<file path="src/hw/rtl/msjd_pkg.sv">
package msjd_pkg;

	localparam int MAX_SERVERS = 16;
	localparam int IDX_W = (MAX_SERVERS > 1) ? $clog2(MAX_SERVERS) : 1;

	localparam int ARRIVE_W = 24;
	localparam int SERVICE_W = 16;
	localparam int CFG_W = 5;
	localparam int SRV_IDX_W = 4;
	localparam int TIME_W = 32;
	localparam int SUM_W = 48;

	typedef logic [IDX_W-1:0] msjd_idx_t;

	typedef struct packed {
		logic load;
		logic step;
		logic calc;
		logic commit;
	} msjd_cmd_t;

	typedef struct packed {
		logic scan_last;
	} msjd_sts_t;

endpackage

</file>
<file path="src/hw/rtl/msjd_ctrl.sv">
module msjd_ctrl (
	input  logic                clk,
	input  logic                arst_n,
	input  logic                in_valid,
	output logic                in_stall,
	output logic                out_valid,
	input  logic                out_stall,
	input  msjd_pkg::msjd_sts_t sts,
	output msjd_pkg::msjd_cmd_t cmd
);

	typedef enum logic [1:0] {
		ST_IDLE,
		ST_SCAN,
		ST_CALC,
		ST_COMMIT
	} state_t;

	state_t state_q;
	logic   out_valid_q;

	assign in_stall   = (state_q != ST_IDLE);
	assign out_valid  = out_valid_q;

	assign cmd.load   = (state_q == ST_IDLE) && in_valid;
	assign cmd.step   = (state_q == ST_SCAN);
	assign cmd.calc   = (state_q == ST_CALC);
	assign cmd.commit = (state_q == ST_COMMIT) && (!out_valid_q || !out_stall);

	always_ff @(posedge clk or negedge arst_n) begin
		if (!arst_n) begin
			state_q     <= ST_IDLE;
			out_valid_q <= 1'b0;
		end else begin
			case (state_q)
				ST_IDLE: begin
					if (in_valid) state_q <= ST_SCAN;
				end
				ST_SCAN: begin
					if (sts.scan_last) state_q <= ST_CALC;
				end
				ST_CALC: begin
					state_q <= ST_COMMIT;
				end
				ST_COMMIT: begin
					if (cmd.commit) state_q <= ST_IDLE;
				end
				default: begin
					state_q <= ST_IDLE;
				end
			endcase
			// output register holds a result until its transfer
			if (cmd.commit) out_valid_q <= 1'b1;
			else if (!out_stall) out_valid_q <= 1'b0;
		end
	end

endmodule

</file>
<file path="src/hw/rtl/msjd_dpath.sv">
module msjd_dpath (
	input  logic                                 clk,
	input  logic                                 arst_n,
	input  msjd_pkg::msjd_cmd_t                  cmd,
	output msjd_pkg::msjd_sts_t                  sts,
	input  logic                                 cfg_valid,
	input  logic [msjd_pkg::CFG_W-1:0]           cfg_data,
	input  logic [msjd_pkg::ARRIVE_W-1:0]        arrive_time,
	input  logic [msjd_pkg::SERVICE_W-1:0]       service_time,
	output logic [msjd_pkg::SRV_IDX_W-1:0]       server_index,
	output logic [msjd_pkg::TIME_W-1:0]          wait_ticks,
	output logic [msjd_pkg::SUM_W-1:0]           total_wait,
	output logic signed [msjd_pkg::TIME_W-1:0]   max_wait,
	output logic [msjd_pkg::TIME_W-1:0]          latest_finish,
	output logic [msjd_pkg::TIME_W-1:0]          jobs_seen
);

	localparam int TW = msjd_pkg::TIME_W;
	localparam int SW = msjd_pkg::SUM_W;

	logic [msjd_pkg::CFG_W-1:0]     servers_q;
	msjd_pkg::msjd_idx_t            last_idx;

	logic [TW-1:0]                  finish_q [msjd_pkg::MAX_SERVERS];
	logic [msjd_pkg::MAX_SERVERS-1:0] used_q;

	logic [msjd_pkg::ARRIVE_W-1:0]  arrive_q;
	logic [msjd_pkg::SERVICE_W-1:0] service_q;
	msjd_pkg::msjd_idx_t            j_q;

	logic                           unused_found_q;
	msjd_pkg::msjd_idx_t            unused_idx_q;
	logic                           le_found_q;
	msjd_pkg::msjd_idx_t            le_idx_q;
	msjd_pkg::msjd_idx_t            min_idx_q;
	logic [TW-1:0]                  min_val_q;

	msjd_pkg::msjd_idx_t            pick_q;
	logic [TW-1:0]                  wait_q;
	logic [TW-1:0]                  new_finish_q;
	logic                           waited_q;

	logic [SW-1:0]                  wait_sum_q;
	logic signed [TW-1:0]           wait_peak_q;
	logic [TW-1:0]                  finish_peak_q;
	logic [TW-1:0]                  job_count_q;

	logic [TW-1:0]                  cur_finish;
	logic [TW-1:0]                  arrive_ext;

	msjd_pkg::msjd_idx_t            calc_pick;
	logic [TW-1:0]                  calc_base;
	logic [TW-1:0]                  calc_wait;
	logic                           calc_waited;
	logic [TW:0]                    calc_sum;

	logic [SW:0]                    sum_raw;
	logic [SW-1:0]                  sum_next;
	logic signed [TW-1:0]           wait_clip;
	logic signed [TW-1:0]           peak_next;
	logic [TW-1:0]                  fpeak_next;
	logic [TW-1:0]                  count_next;

	// active server count, zero taken as one and clamped to the array size
	always_comb begin
		if (servers_q == '0) begin
			last_idx = '0;
		end else if (int'(servers_q) > msjd_pkg::MAX_SERVERS) begin
			last_idx = msjd_pkg::IDX_W'(msjd_pkg::MAX_SERVERS - 1);
		end else begin
			last_idx = msjd_pkg::IDX_W'(servers_q - 5'd1);
		end
	end

	assign sts.scan_last = (j_q == last_idx);

	assign cur_finish = finish_q[j_q];
	assign arrive_ext = {{(TW - msjd_pkg::ARRIVE_W){1'b0}}, arrive_q};

	always_comb begin
		if (unused_found_q) begin
			calc_pick   = unused_idx_q;
			calc_base   = arrive_ext;
			calc_wait   = '0;
			calc_waited = 1'b0;
		end else if (le_found_q) begin
			calc_pick   = le_idx_q;
			calc_base   = arrive_ext;
			calc_wait   = '0;
			calc_waited = 1'b0;
		end else begin
			calc_pick   = min_idx_q;
			calc_base   = min_val_q;
			calc_wait   = min_val_q - arrive_ext;
			calc_waited = 1'b1;
		end
		calc_sum = {1'b0, calc_base} + {{(TW + 1 - msjd_pkg::SERVICE_W){1'b0}}, service_q};
	end

	always_comb begin
		sum_raw    = {1'b0, wait_sum_q} + {{(SW + 1 - TW){1'b0}}, wait_q};
		sum_next   = wait_sum_q;
		peak_next  = wait_peak_q;
		wait_clip  = wait_q[TW-1] ? {1'b0, {(TW - 1){1'b1}}} : $signed(wait_q);
		if (waited_q) begin
			sum_next = sum_raw[SW] ? {SW{1'b1}} : sum_raw[SW-1:0];
			if (wait_clip > wait_peak_q) peak_next = wait_clip;
		end
		fpeak_next = (new_finish_q > finish_peak_q) ? new_finish_q : finish_peak_q;
		count_next = job_count_q + 32'd1;
	end

	always_ff @(posedge clk or negedge arst_n) begin
		if (!arst_n) begin
			servers_q     <= 5'd1;
			used_q        <= '0;
			wait_sum_q    <= '0;
			wait_peak_q   <= '1;
			finish_peak_q <= '0;
			job_count_q   <= '0;
		end else begin
			if (cfg_valid) servers_q <= cfg_data;
			if (cmd.commit) begin
				used_q[pick_q] <= 1'b1;
				wait_sum_q     <= sum_next;
				wait_peak_q    <= peak_next;
				finish_peak_q  <= fpeak_next;
				job_count_q    <= count_next;
			end
		end
	end

	always_ff @(posedge clk) begin
		if (cmd.load) begin
			arrive_q       <= arrive_time;
			service_q      <= service_time;
			j_q            <= '0;
			unused_found_q <= 1'b0;
			le_found_q     <= 1'b0;
		end
		if (cmd.step) begin
			if (!unused_found_q && !used_q[j_q]) begin
				unused_found_q <= 1'b1;
				unused_idx_q   <= j_q;
			end
			if (!le_found_q && (cur_finish <= arrive_ext)) begin
				le_found_q <= 1'b1;
				le_idx_q   <= j_q;
			end
			if ((j_q == '0) || (cur_finish < min_val_q)) begin
				min_val_q <= cur_finish;
				min_idx_q <= j_q;
			end
			j_q <= j_q + 1'b1;
		end
		if (cmd.calc) begin
			pick_q       <= calc_pick;
			wait_q       <= calc_wait;
			waited_q     <= calc_waited;
			new_finish_q <= calc_sum[TW] ? {TW{1'b1}} : calc_sum[TW-1:0];
		end
		if (cmd.commit) begin
			finish_q[pick_q] <= new_finish_q;
			server_index     <= msjd_pkg::SRV_IDX_W'(pick_q);
			wait_ticks       <= wait_q;
			total_wait       <= sum_next;
			max_wait         <= peak_next;
			latest_finish    <= fpeak_next;
			jobs_seen        <= count_next;
		end
	end

endmodule

</file>
<file path="src/hw/rtl/multi_server_job_dispatcher_unit.sv">
// a job passes the server scan, the calc state and the commit state; commit registers its result
// in_stall holds a new job off until the previous one commits; the scan
//   compares one server finish time per cycle
// a finished result waits in the output register while the next job is scanned
// reset: asynchronous active low, clears used flags and statistics, servers in use is 1
module multi_server_job_dispatcher_unit (
	input  logic                                 clk,
	input  logic                                 arst_n,
	input  logic                                 cfg_valid,
	output logic                                 cfg_ready,
	input  logic [msjd_pkg::CFG_W-1:0]           cfg_data,
	input  logic                                 in_valid,
	output logic                                 in_stall,
	input  logic [msjd_pkg::ARRIVE_W-1:0]        arrive_time,
	input  logic [msjd_pkg::SERVICE_W-1:0]       service_time,
	output logic                                 out_valid,
	input  logic                                 out_stall,
	output logic [msjd_pkg::SRV_IDX_W-1:0]       server_index,
	output logic [msjd_pkg::TIME_W-1:0]          wait_ticks,
	output logic [msjd_pkg::SUM_W-1:0]           total_wait,
	output logic signed [msjd_pkg::TIME_W-1:0]   max_wait,
	output logic [msjd_pkg::TIME_W-1:0]          latest_finish,
	output logic [msjd_pkg::TIME_W-1:0]          jobs_seen
);

	msjd_pkg::msjd_cmd_t cmd;
	msjd_pkg::msjd_sts_t sts;

	assign cfg_ready = 1'b1;

	msjd_ctrl u_ctrl (
		.clk       (clk),
		.arst_n    (arst_n),
		.in_valid  (in_valid),
		.in_stall  (in_stall),
		.out_valid (out_valid),
		.out_stall (out_stall),
		.sts       (sts),
		.cmd       (cmd)
	);

	msjd_dpath u_dpath (
		.clk           (clk),
		.arst_n        (arst_n),
		.cmd           (cmd),
		.sts           (sts),
		.cfg_valid     (cfg_valid),
		.cfg_data      (cfg_data),
		.arrive_time   (arrive_time),
		.service_time  (service_time),
		.server_index  (server_index),
		.wait_ticks    (wait_ticks),
		.total_wait    (total_wait),
		.max_wait      (max_wait),
		.latest_finish (latest_finish),
		.jobs_seen     (jobs_seen)
	);

endmodule

</file>
<file path="config.mk">
export PLATFORM = sky130hd
export DESIGN_NAME = multi_server_job_dispatcher_unit
export DESIGN_NICKNAME = d
export VERILOG_FILES = /design/src/hw/rtl/msjd_pkg.sv /design/src/hw/rtl/msjd_ctrl.sv /design/src/hw/rtl/msjd_dpath.sv /design/src/hw/rtl/multi_server_job_dispatcher_unit.sv
export SDC_FILE = /design/constraint.sdc
export NUM_CORES = 1
export LEC_CHECK = 0
export BUFFER_PORTS_ARGS = -buffer_cell sky130_fd_sc_hd__clkbuf_2
export CELL_PAD_IN_SITES_DETAIL_PLACEMENT = 1
export CELL_PAD_IN_SITES_GLOBAL_PLACEMENT = 2
export CORE_MARGIN = 4
export CORE_UTILIZATION = 41
export DETAILED_ROUTE_END_ITERATION = 10
export PLACE_DENSITY = 0.79
export SYNTH_ARGS = -nofsm -noshare
export SYNTH_HDL_FRONTEND = slang
export SYNTH_HIERARCHICAL = 1
export SYNTH_SLANG_ARGS = --single-unit
</file>
<file path="constraint.sdc">
create_clock -name clk -period 16.5 [get_ports clk]
set_input_delay 0.825 -clock clk [delete_from_list [all_inputs] [get_ports clk]]
set_output_delay 0.825 -clock clk [all_outputs]
set_load 0.02 [all_outputs]
</file>
==> results.py <==
metrics = {
    "route": {
        "routed_wl_mm": 119,
        "drc": 0,
        "wl_per_cell_um": 23.9,
        "vias": 27300,
        "dr.pass1.iters": 5,
        "vias_per_cell": 5.45,
        "final_antenna_net_count": 0,
        "drt_iter0_markers": 2268,
    },
    "die": {
        "pin_count": 233,
        "dieHeight_um": 344,
        "die_area_um2": 118000,
        "start_util": 0.412,
        "rows": 123,
        "die_w_um": 344,
        "core_um2": 112000,
    },
    "global_route": {
        "grt_pass1_wl_mm": 179,
        "grt_start_max_net_pins": 168,
        "antenna_found_initial": 3,
        "grt_pass1_vias": 28700,
        "gr-total-overflow": 0,
        "track_usage": 0.200,
    },
    "timing": {
        "drv_slew": 0,
        "hold_slack_ns": 0.155,
        "timing.final.crit_share": 0.346,
        "final_hold_viol_count": 0,
        "rsz0062_at_grt": "false",
        "skew_ns": 0.0561,
        "max_clock_freq_ghz": 0.175,
        "relSlewSlack": 0.297,
        "setup_violations": 0,
        "setup_ws_ns": 10.79,
        "setup_tns_ns": 0,
        "fin_crit_ns": 5.71,
        "worst_slew_pin_slew_ns": 1.05,
    },
    "flow_run": {
        "drv_cap": 0,
    },
    "finish": {
        "drive_gt1_frac": 0.246,
        "final_nets": 3661,
        "syn_to_final_growth_pct": 14.9,
        "insertedDiodeCount": 0,
        "fill_cells": 11200,
    },
    "power_and_ir_drop": {
        "ir_drop_mv": 0.100,
        "combPwrFrac": 0.398,
        "clock_power_share": 0.226,
        "leakagePower_nw": 19.8,
        "switching_share": 0.373,
        "power_frac_seq": 0.376,
        "switchingPower_mw": 4.18,
        "p_int_mw": 7.01,
        "power_density_nw_per_um2": 210,
    },
    "logic_synthesis": {
        "synth-async-reset-ratio": 0.164,
        "ys.warnings.count": 6,
        "avgSynthCellArea_um2": 14.8,
        "synth_top_family_by_area": "multiplexers",
        "synthDistinctLibCells": 91,
        "yosysMostFrequentCell": "edfxtp_1",
        "syn-num-nets": 3379,
        "syn_area_um2": 46300,
        "synth_adder_area_share": 0.0553,
        "synth.area.top_cells": "edfxtp_1 (55%), mux4_2 (7.9%), dfrtp_1 (7.3%)",
        "synth_flop_cell": "edfxtp_1",
        "synthMuxAreaShare": 0.109,
        "synth-xor-area-share": 0.0265,
        "ys_ff_latch": 1023,
        "synth-simple-area-share": 0.0727,
        "seq_area_frac_synth": 0.645,
        "yosysTopAreaCellShare": 0.551,
        "synth_edf_count": 849,
        "synth_compound_area_frac": 0.0672,
        "yosysTopAreaCell": "edfxtp_1",
        "netlist_instances": 3127,
        "synth_common_cells": "edfxtp_1 (849), ha_1 (199), nor2_1 (193)",
    },
    "min_path": {
        "hold_path.class": "input port to async pin",
    },
    "critical_path": {
        "max_stage_delay_ns": 0.73,
        "path_delay_family": "buffers and inverters",
        "slowest_stage": "buf_4",
        "startpoint_type": "register",
        "worstPathMaxFanout": 53,
        "crit_top_cell": "buf_4",
        "path_buf_inv": 3,
        "r2r_slack_ns": 10.79,
        "path_cells": "buf_4, buf_4, mux4_2, mux4_2, ha_1, a21oi_1, nor4_1, a211oi_1, o211ai_1, nand2_1, o211ai_1, a31oi_4, buf_4",
        "end_kind": "register",
        "setup.worst_path.class": "register to register",
        "arrival_ns": 6.06,
        "cp.required_ns": 16.86,
    },
    "cts": {
        "numCtsBuffers": 108,
        "cts_setup_buffers": 0,
        "htree_levels": 3,
        "clock_sinks": 1023,
        "clock_latency_ns": 0.73,
        "root_buffer": "clkbuf_16",
        "cts_tree": "done",
        "clockBufferDepth": 3,
        "ctsHoldBuffers": 0,
        "ctsResizeCount": 0,
        "clkTransAtPathRegs_ns": 0.06,
    },
    "outcome": {
        "status": "completed",
    },
    "placed_design": {
        "place_congestion": 0.819,
        "io_buffers": 231,
        "hpwl_mm": 77.7,
        "dpl_worst_slack_ns": 10.78,
    },
}
sequential cells by signal (all words and copies together) (netlist names), 16 cells and up, named ones only:
register and cells:
u_dpath/arrive_q 24, u_dpath/finish_peak_q 32, u_dpath/finish_q 512, u_dpath/job_count_q 32
u_dpath/jobs_seen 32, u_dpath/latest_finish 32, u_dpath/max_wait 32, u_dpath/min_val_q 32
u_dpath/new_finish_q 32, u_dpath/service_q 16, u_dpath/total_wait 48, u_dpath/used_q 16
u_dpath/wait_peak_q 32, u_dpath/wait_q 32, u_dpath/wait_sum_q 48, u_dpath/wait_ticks 32
placed cells by master, fill, tap and decap left out, types with 9 or more instances in the layout:
cell type / instances
and2_1: 19
nor4_1: 11
clkbuf_8: 15
xnor2_1: 93
a21oi_1: 167
a211oi_1: 17
o21ai_0: 115
clkbuf_1: 26
xor2_1: 47
o21bai_1: 11
clkinv_2: 15
nand4_1: 45
dfrtp_1: 135
clkbuf_16: 109
buf_4: 59
mux4_2: 163
ha_1: 198
dfstp_2: 33
clkbuf_2: 230
or2_2: 51
a31oi_1: 23
o21a_1: 19
nor2_1: 181
nand2_1: 192
bufinv_16: 13
nand2b_1: 17
inv_1: 161
nor2b_1: 19
clkinv_1: 15
a21o_1: 64
nor2_4: 12
and3_1: 24
edfxtp_1: 849
nor3_1: 19
nand3_1: 66
mux2_2: 109
o211ai_1: 9
metrics by stage:
step           total power [mW]   util  area (um^2)  cells
6_report                   11.2  0.474        53200   5005
5_1_grt                    11.9  0.474        53200   5005
4_1_cts                    11.3  0.474        53200   5005
3_5_place_dp               8.72  0.440        49500   4799
3_3_place_gp               8.61  0.440        49500   4799
2_1_floorplan              7.31      -        46300   3127
power by group through the flow:
stage | Clock, mW | Sequential (mW) | Combinational [mW]
after detailed placement | 0 | 4.26 | 4.46
after floorplan | 0 | 4.32 | 3.00
after CTS | 2.59 | 4.22 | 4.50
after global routing | 2.70 | 4.28 | 4.94
final | 2.53 | 4.21 | 4.45
after global placement | 0 | 4.24 | 4.37
worst paths after layout:
| path | end | start | cells past startpoint |
|---|---|---|---|
| max | u_dpath/min_val_q[21]$_DFFE_PP_ | register | 13 |
| min | u_dpath/wait_sum_q[10]$_DFFE_PN0P_ | arst_n | 1 |
| max reg2reg | u_dpath/min_val_q[21]$_DFFE_PP_ | register | 13 |
| min reg2reg | u_dpath/used_q[6]$_DFFE_PN0P_ | u_dpath/used_q[6]$_DFFE_PN0P_ | 1 |
| max in group asynchronous | u_dpath/finish_peak_q[6]$_DFFE_PN0P_ | arst_n | 3 |
| min in group clk | u_dpath/service_q[13]$_DFFE_PP_ | service_time[13] | 1 |
cell type report:
type,count,area [um^2],share of cell area
multi-input combinational,1822,15500,0.291
tap,1500,1880,0.0353
sequential,1023,29900,0.561
timing repair buffer,292,1650,0.0310
inverter,162,608,0.0114
clock buffer,149,3020,0.0567
clock inverter,57,726,0.0136
metal layers:
metal  up-vias  global-route usage  wire length [um]
met4         0              0.0557              3080
met5         -                   0                 0
met1     14000               0.278             52600
met3       150              0.0268              6180
met2       761               0.333             57500
li1      12400                   -                 -
cells by family (layout without fill, tap and decap cells):
| family | after synthesis | after routing |
|---|---|---|
| simple gates | 698 | 698 |
| mux | 284 | 284 |
| flops | 1023 | 1023 |
| xor+xnor | 140 | 140 |
| compound gates | 496 | 496 |
| fa+ha+maj | 203 | 203 |
| other cells | 1 | 1 |
| buf+inv | 282 | 660 |
(Power assumes the default switching activity.)
